[config.mk]
export PLATFORM = sky130hd
export DESIGN_NAME = cmpa_ctrl
export DESIGN_NICKNAME = d
export VERILOG_FILES = /design/src/cmpa_pkg.sv /design/src/cmpa_ctrl.sv
export VERILOG_INCLUDE_DIRS = /design/src /design/src/src
export SDC_FILE = /design/constraint.sdc
export NUM_CORES = 1
export LEC_CHECK = 0
export BUFFER_PORTS_ARGS = -buffer_cell sky130_fd_sc_hd__buf_4
export CORE_MARGIN = 2
export CORE_UTILIZATION = 51
export CTS_CLUSTER_DIAMETER = 30
export CTS_CLUSTER_SIZE = 14
export DETAILED_ROUTE_END_ITERATION = 12
export PLACE_DENSITY_LB_ADDON = 0.25
export SETUP_SLACK_MARGIN = 0.5
export SLEW_MARGIN = 5
export SYNTH_ARGS = -nofsm -noshare
export SYNTH_HDL_FRONTEND = slang
export SYNTH_SLANG_ARGS = --single-unit
export TNS_END_PERCENT = 100
[constraint.sdc]
create_clock -name clk -period 1.6 [get_ports clk]
set_input_delay 0.4 -clock clk [delete_from_list [all_inputs] [get_ports clk]]
set_output_delay 0.4 -clock clk [all_outputs]
set_load 0.02 [all_outputs]
[src/composite_mass_property_accumulator_defines.svh]
// ----------------------------------------------------------------------------
// Composite mass property accumulator: assertion macros
// Concurrent checks on clk, disabled during rst; empty in synthesis.
// ----------------------------------------------------------------------------
`ifndef COMPOSITE_MASS_PROPERTY_ACCUMULATOR_DEFINES_SVH
`define COMPOSITE_MASS_PROPERTY_ACCUMULATOR_DEFINES_SVH
`ifndef SYNTHESIS
`define CMPA_ASSERT_IMP(lbl, ante, cons) \
  lbl: assert property (@(posedge clk) disable iff (rst) (ante) |-> (cons)) \
    else $error("cmpa assertion failed");
`define CMPA_ASSERT_NXT(lbl, ante, cons) \
  lbl: assert property (@(posedge clk) disable iff (rst) (ante) |=> (cons)) \
    else $error("cmpa assertion failed");
`else
`define CMPA_ASSERT_IMP(lbl, ante, cons)
`define CMPA_ASSERT_NXT(lbl, ante, cons)
`endif
`endif

[src/cmpa_pkg.sv]
// ----------------------------------------------------------------------------
// cmpa_pkg
// Types, widths and codes of the composite mass property accumulator.
// ----------------------------------------------------------------------------
`default_nettype none

package cmpa_pkg;

  localparam int FRAC_BITS = 16;
  localparam int MASS_W    = 31;
  localparam int VAL_W     = 32;
  localparam int MAG_W     = VAL_W + 1;
  localparam int PROD_W    = MAG_W + VAL_W;
  localparam int DW_W      = 63 - FRAC_BITS;
  localparam int TACC_W    = 97 - FRAC_BITS;
  localparam int TRM_W     = 62;
  localparam int DIV_N     = 64;
  localparam int CNT_W     = 6;

  typedef struct packed {
    logic                     start_new;
    logic [MASS_W-1:0]        part_mass;
    logic signed [VAL_W-1:0]  part_x;
    logic signed [VAL_W-1:0]  part_y;
    logic signed [VAL_W-1:0]  part_z;
    logic signed [VAL_W-1:0]  part_ixx;
    logic signed [VAL_W-1:0]  part_ixy;
    logic signed [VAL_W-1:0]  part_ixz;
    logic signed [VAL_W-1:0]  part_iyy;
    logic signed [VAL_W-1:0]  part_iyz;
    logic signed [VAL_W-1:0]  part_izz;
  } in_item_t;

  typedef struct packed {
    logic [MASS_W-1:0]        total_mass;
    logic [MASS_W-1:0]        inverse_mass;
    logic signed [VAL_W-1:0]  center_x;
    logic signed [VAL_W-1:0]  center_y;
    logic signed [VAL_W-1:0]  center_z;
    logic signed [VAL_W-1:0]  body_ixx;
    logic signed [VAL_W-1:0]  body_ixy;
    logic signed [VAL_W-1:0]  body_ixz;
    logic signed [VAL_W-1:0]  body_iyy;
    logic signed [VAL_W-1:0]  body_iyz;
    logic signed [VAL_W-1:0]  body_izz;
    logic                     saturated;
  } out_item_t;

  typedef enum logic [3:0] {
    S_IDLE, S_WMUL, S_WACC, S_MASS, S_ZERO, S_DIVI, S_DIVS, S_DIVW,
    S_DMUL, S_DACC, S_TMUL, S_TACC, S_TWR, S_SUM, S_OUT
  } state_t;

  typedef enum logic [3:0] {
    OP_NONE, OP_LOAD, OP_WMUL, OP_WACC, OP_MASS, OP_ZERO, OP_DIVI, OP_DIVS,
    OP_DIVW, OP_DMUL, OP_DACC, OP_TMUL, OP_TACC, OP_TWR, OP_SUM, OP_OUT
  } op_t;

  typedef struct packed {
    op_t        op;
    logic [2:0] idx;
    logic       half;
  } cmd_t;

  typedef struct packed {
    logic out_free;
    logic mass_zero;
  } stat_t;

endpackage

`default_nettype wire

[src/cmpa_ctrl.sv]
// ----------------------------------------------------------------------------
// cmpa_ctrl
// Sequencer: steps the datapath through products, divisions and sums.
// ----------------------------------------------------------------------------
`default_nettype none
`include "composite_mass_property_accumulator_defines.svh"

module cmpa_ctrl (
  input  logic           clk,
  input  logic           rst,
  input  logic           in_valid,
  output logic           in_ready,
  input  cmpa_pkg::stat_t stat,
  output cmpa_pkg::cmd_t  cmd
);
  import cmpa_pkg::*;

  state_t           state, state_next;
  logic [2:0]       k, k_next;
  logic             half, half_next;
  logic [CNT_W-1:0] bitcnt, bitcnt_next;

  always_ff @(posedge clk) begin
    if (rst) begin
      state  <= S_IDLE;
      k      <= '0;
      half   <= 1'b0;
      bitcnt <= '0;
    end else begin
      state  <= state_next;
      k      <= k_next;
      half   <= half_next;
      bitcnt <= bitcnt_next;
    end
  end

  always_comb begin
    state_next  = state;
    k_next      = k;
    half_next   = half;
    bitcnt_next = bitcnt;
    case (state)
      S_IDLE: begin
        if (in_valid) begin
          state_next = S_WMUL;
          k_next     = '0;
        end
      end
      S_WMUL: state_next = S_WACC;
      S_WACC: begin
        if (k == 3'd5) begin
          state_next = S_MASS;
        end else begin
          k_next     = k + 3'd1;
          state_next = S_WMUL;
        end
      end
      S_MASS: begin
        k_next     = '0;
        state_next = stat.mass_zero ? S_ZERO : S_DIVI;
      end
      S_ZERO: begin
        k_next     = '0;
        state_next = S_DMUL;
      end
      S_DIVI: begin
        bitcnt_next = '0;
        state_next  = S_DIVS;
      end
      S_DIVS: begin
        if (bitcnt == CNT_W'(DIV_N - 1)) begin
          state_next = S_DIVW;
        end else begin
          bitcnt_next = bitcnt + CNT_W'(1);
        end
      end
      S_DIVW: begin
        if (k == 3'd3) begin
          k_next     = '0;
          state_next = S_DMUL;
        end else begin
          k_next     = k + 3'd1;
          state_next = S_DIVI;
        end
      end
      S_DMUL: state_next = S_DACC;
      S_DACC: begin
        if (k == 3'd2) begin
          k_next     = '0;
          half_next  = 1'b0;
          state_next = S_TMUL;
        end else begin
          k_next     = k + 3'd1;
          state_next = S_DMUL;
        end
      end
      S_TMUL: state_next = S_TACC;
      S_TACC: begin
        if (!half) begin
          half_next  = 1'b1;
          state_next = S_TMUL;
        end else begin
          state_next = S_TWR;
        end
      end
      S_TWR: begin
        half_next = 1'b0;
        if (k == 3'd5) begin
          k_next     = '0;
          state_next = S_SUM;
        end else begin
          k_next     = k + 3'd1;
          state_next = S_TMUL;
        end
      end
      S_SUM: begin
        if (k == 3'd5) begin
          state_next = S_OUT;
        end else begin
          k_next = k + 3'd1;
        end
      end
      S_OUT: begin
        if (stat.out_free) begin
          state_next = S_IDLE;
        end
      end
      default: state_next = S_IDLE;
    endcase
  end

  always_comb begin
    in_ready = (state == S_IDLE);
    cmd.idx  = k;
    cmd.half = half;
    cmd.op   = OP_NONE;
    case (state)
      S_IDLE: cmd.op = in_valid ? OP_LOAD : OP_NONE;
      S_WMUL: cmd.op = OP_WMUL;
      S_WACC: cmd.op = OP_WACC;
      S_MASS: cmd.op = OP_MASS;
      S_ZERO: cmd.op = OP_ZERO;
      S_DIVI: cmd.op = OP_DIVI;
      S_DIVS: cmd.op = OP_DIVS;
      S_DIVW: cmd.op = OP_DIVW;
      S_DMUL: cmd.op = OP_DMUL;
      S_DACC: cmd.op = OP_DACC;
      S_TMUL: cmd.op = OP_TMUL;
      S_TACC: cmd.op = OP_TACC;
      S_TWR:  cmd.op = OP_TWR;
      S_SUM:  cmd.op = OP_SUM;
      S_OUT:  cmd.op = stat.out_free ? OP_OUT : OP_NONE;
      default: cmd.op = OP_NONE;
    endcase
  end

  `CMPA_ASSERT_NXT(a_busy_after_accept, in_valid && in_ready, !in_ready)
  `CMPA_ASSERT_IMP(a_out_slot_free, cmd.op == OP_OUT, stat.out_free)
  `CMPA_ASSERT_NXT(a_div_runs, state == S_DIVS, (state == S_DIVS) || (state == S_DIVW))
  `CMPA_ASSERT_NXT(a_zero_mass_path, (state == S_MASS) && stat.mass_zero, state == S_ZERO)

endmodule

`default_nettype wire

==> results.md <==
- Endpoints failing setup: 8
- DP Worst Slack: -0.0929 ns
- Sequential Area: 299 um^2
- Tmin final: 1.83 ns
- Skew final: between 0.002 and 0.0025 ns
- Share of the synthesized area in the top cell type: 0.239
- Critical path data arrival time: approximately 2.1 ns
- Crit-path slowest cell: or4b_4
- Clk pin slew, worst setup/hold paths: ~0.090 ns
- Syn_nets: 166
- Final Hold Fails: 0
- Core ar.: 0.00219 mm^2
- Metal2 WL: between 1500 and 2000 um
- Synth area leaders: dfxtp_1 (24%), ha_1 (6.4%), nand2_1 (5.8%)
- Peak Freq: 546 MHz
- Pin count of the biggest net entering global routing: 24
- Post-synth top area cell: dfxtp_1
- Fill cell count: about 130
- Post-synth top cells: nand2_1 (18), dfxtp_1 (14), nor2_1 (13)
- Number of max-cap violations: 0
- Worst path cell trace: buf_4 > or4b_4 > o2111a_1 > or3_4 > o32ai_2
- CP max FO: 3
- Final GP Congestion: a little under 0.9
- Hold Path Class: in -> reg
- Global-route wire length before repair: 5770 um
- WL met1: 1580 um
- Layout cells sized above 1: 0.473
- Antenna-violating nets left: 0
- YS warnings: 0
- Slew Viols, Final: 0
- CP Launch Type: flip-flop
- Root buf cell: clkbuf_4
- Power share of the clock group: 0.256
- Distinct cells, synth: between 40 and 50
- Clk_lat worst skew: 0.30 ns
- GR Overflow Total: 0
- Sink Count: 14
- Max clock buf depth: 2
- DIE WIDTH: just over 50 um
- Post-Syn Instances: roughly 160
- Hold_ws: 0.345 ns
- Combinational power share: 0.403
- Syn Area/Cell: 7.57 um^2
- VDD IR max: approximately 470 uV
- Port Buf Inserts: 13
- Worst Tran Pin Value: around 0.37 ns
- Die ar.: between 0.002 and 0.003 mm^2
- Tcrit/Tclk final: 1.14
- Unrepaired setup endpoints after global routing: true
- Max Used Layer: met4
- TritonCTS clock tree: done
- DPL Wire Length: between 2000 and 2500 um
- TritonCTS Buffers: 3
- Power per cell area: 599 mW/mm^2
- Status: finished with violations
- Seq pwr share: 0.341
- Die height: approximately 52 um
- Vias: 1312
- Leak Pwr: 0.000656 uW
- Multi-input logic area: 0.00100 mm^2
- Asr flop ratio synth: 0
- Most frequent cell after synthesis: nand2_1
- Vias in the first global route: about 1300
- FP Rows: 17
- Gr usage total: 0.286
- Int Power: 705 uW
- Worst slew margin: 0.755
- Via density per instance: 6.07
- Worst Setup End Kind: flip-flop
- Initial core utilization: 0.536
- Fin worst setup slack: -0.231 ns
- Synthesized cell area: between 0.001 and 0.0015 mm^2
- Register bit total from synthesis: 14
- Sw power: approximately 360 uW
- Switch share: 0.339
- DRC viols: 0
- H-tree Lvls: 1
- Setup_tns: -1.16 ns
- Top_reg_cell synth: dfxtp_1
- Nets: 200
- Failing checks: setup timing
- Final WL: 3660 um
- Drt initial violations: 70
- Sequential area share after synthesis: 0.239
- WS Path Type: reg -> reg
- WL met3: 205 um
- Drt pass-1 iters: 4
- WL/cell: ~17 um
- N_diodes: 0
- Initial antenna violation count: 0
- Slowest stage delay, CP: 0.55 ns
- Area Overhead vs Synth: 51.7%
- EDFF count, synth: 0
- Worst Path Required: 1.82 ns
- Top Ports: 14
- Hold-fix buffers, CTS: 0
-- layout by cell type, fill, tap and decap left out, types with 5 or more instances in the layout --
| cell type | instances |
|---|---|
| a21oi_1 | 5 |
| inv_1 | 7 |
| nand2_2 | 5 |
| nor2_1 | 12 |
| buf_4 | 22 |
| buf_6 | 17 |
| nand2b_1 | 6 |
| ha_1 | 5 |
| nand2_1 | 13 |
| dfxtp_2 | 6 |
| dfxtp_1 | 5 |
-- worst paths after layout --
path / cells past startpoint / slack, ns / startpoint / to
worst max register to register: 5 / -0.23 / state[3] / k[0]
worst min-delay path: 2 / 0.35 / rst / state[0]
worst min register to register: 2 / 0.56 / k[1] / k[1]
worst max-delay path: 5 / -0.23 / state[3] / k[0]
-- per-stage QoR --
step	cells	instance area, um^2	utilization	total power (uW)
2_1_floorplan	155	1280	-	616
3_3_place_gp	203	1460	0.665	695
3_5_place_dp	203	1460	0.665	700
4_1_cts	216	1700	0.774	1040
5_1_grt	216	1780	0.813	1110
6_report	216	1780	0.813	1070
-- worst max-delay path: cells and delay by family, from the launching register on --
kind | cells | cell delay, ns
simple gates | 2 | 0.94
compound gates | 2 | 0.34
flops | 1 | 0.34
buf+inv | 1 | 0.13
-- flip-flops by register name, summed over array words and instances (netlist names) --
| signal | flops |
|---|---|
| bitcnt | 6 |
| half | 1 |
| k | 3 |
| state | 4 |
-- metal layers --
metal / global-route usage / up-vias
li1: - / 628
met1: 0.368 / 599
met2: 0.470 / 67
met3: 0.0345 / 18
met4: 0.140 / 0
met5: 0 / -
-- power groups by stage --
| stage | Sequential [uW] | Clock (uW) | Combinational, uW |
|---|---|---|---|
| 2_1_floorplan | 375 | 0 | 242 |
| 6_report | 364 | 273 | 430 |
| 3_5_place_dp | 372 | 0 | 329 |
| 3_3_place_gp | 371 | 0 | 324 |
| 4_1_cts | 364 | 272 | 403 |
| 5_1_grt | 365 | 290 | 457 |
-- cell type report --
| class | instances | share of cell area |
|---|---|---|
| tap | 28 | 0.0197 |
| sequential | 14 | 0.168 |
| timing repair buffer | 40 | 0.212 |
| inverter | 8 | 0.0169 |
| clock buffer | 4 | 0.0204 |
| multi-input combinational | 122 | 0.564 |
-- cells by family after synthesis --
kind of cell | Yosys count | synth area share
multiplexers | 1 | 0.00853
AND/OR/NAND/NOR | 64 | 0.283
flip-flops | 14 | 0.239
buffers and inverters | 19 | 0.0799
adder cells (fa/ha/maj) | 6 | 0.0640
XOR/XNOR | 5 | 0.0373
AO/OA/AOI/OAI | 46 | 0.289
-- timing repair --
action	in CTS	in global routing
endpoints found under the setup margin	23	23
pin swaps	13	8
resized for setup	37	22
buffers inserted	9	0
(Power assumes the default switching activity.)
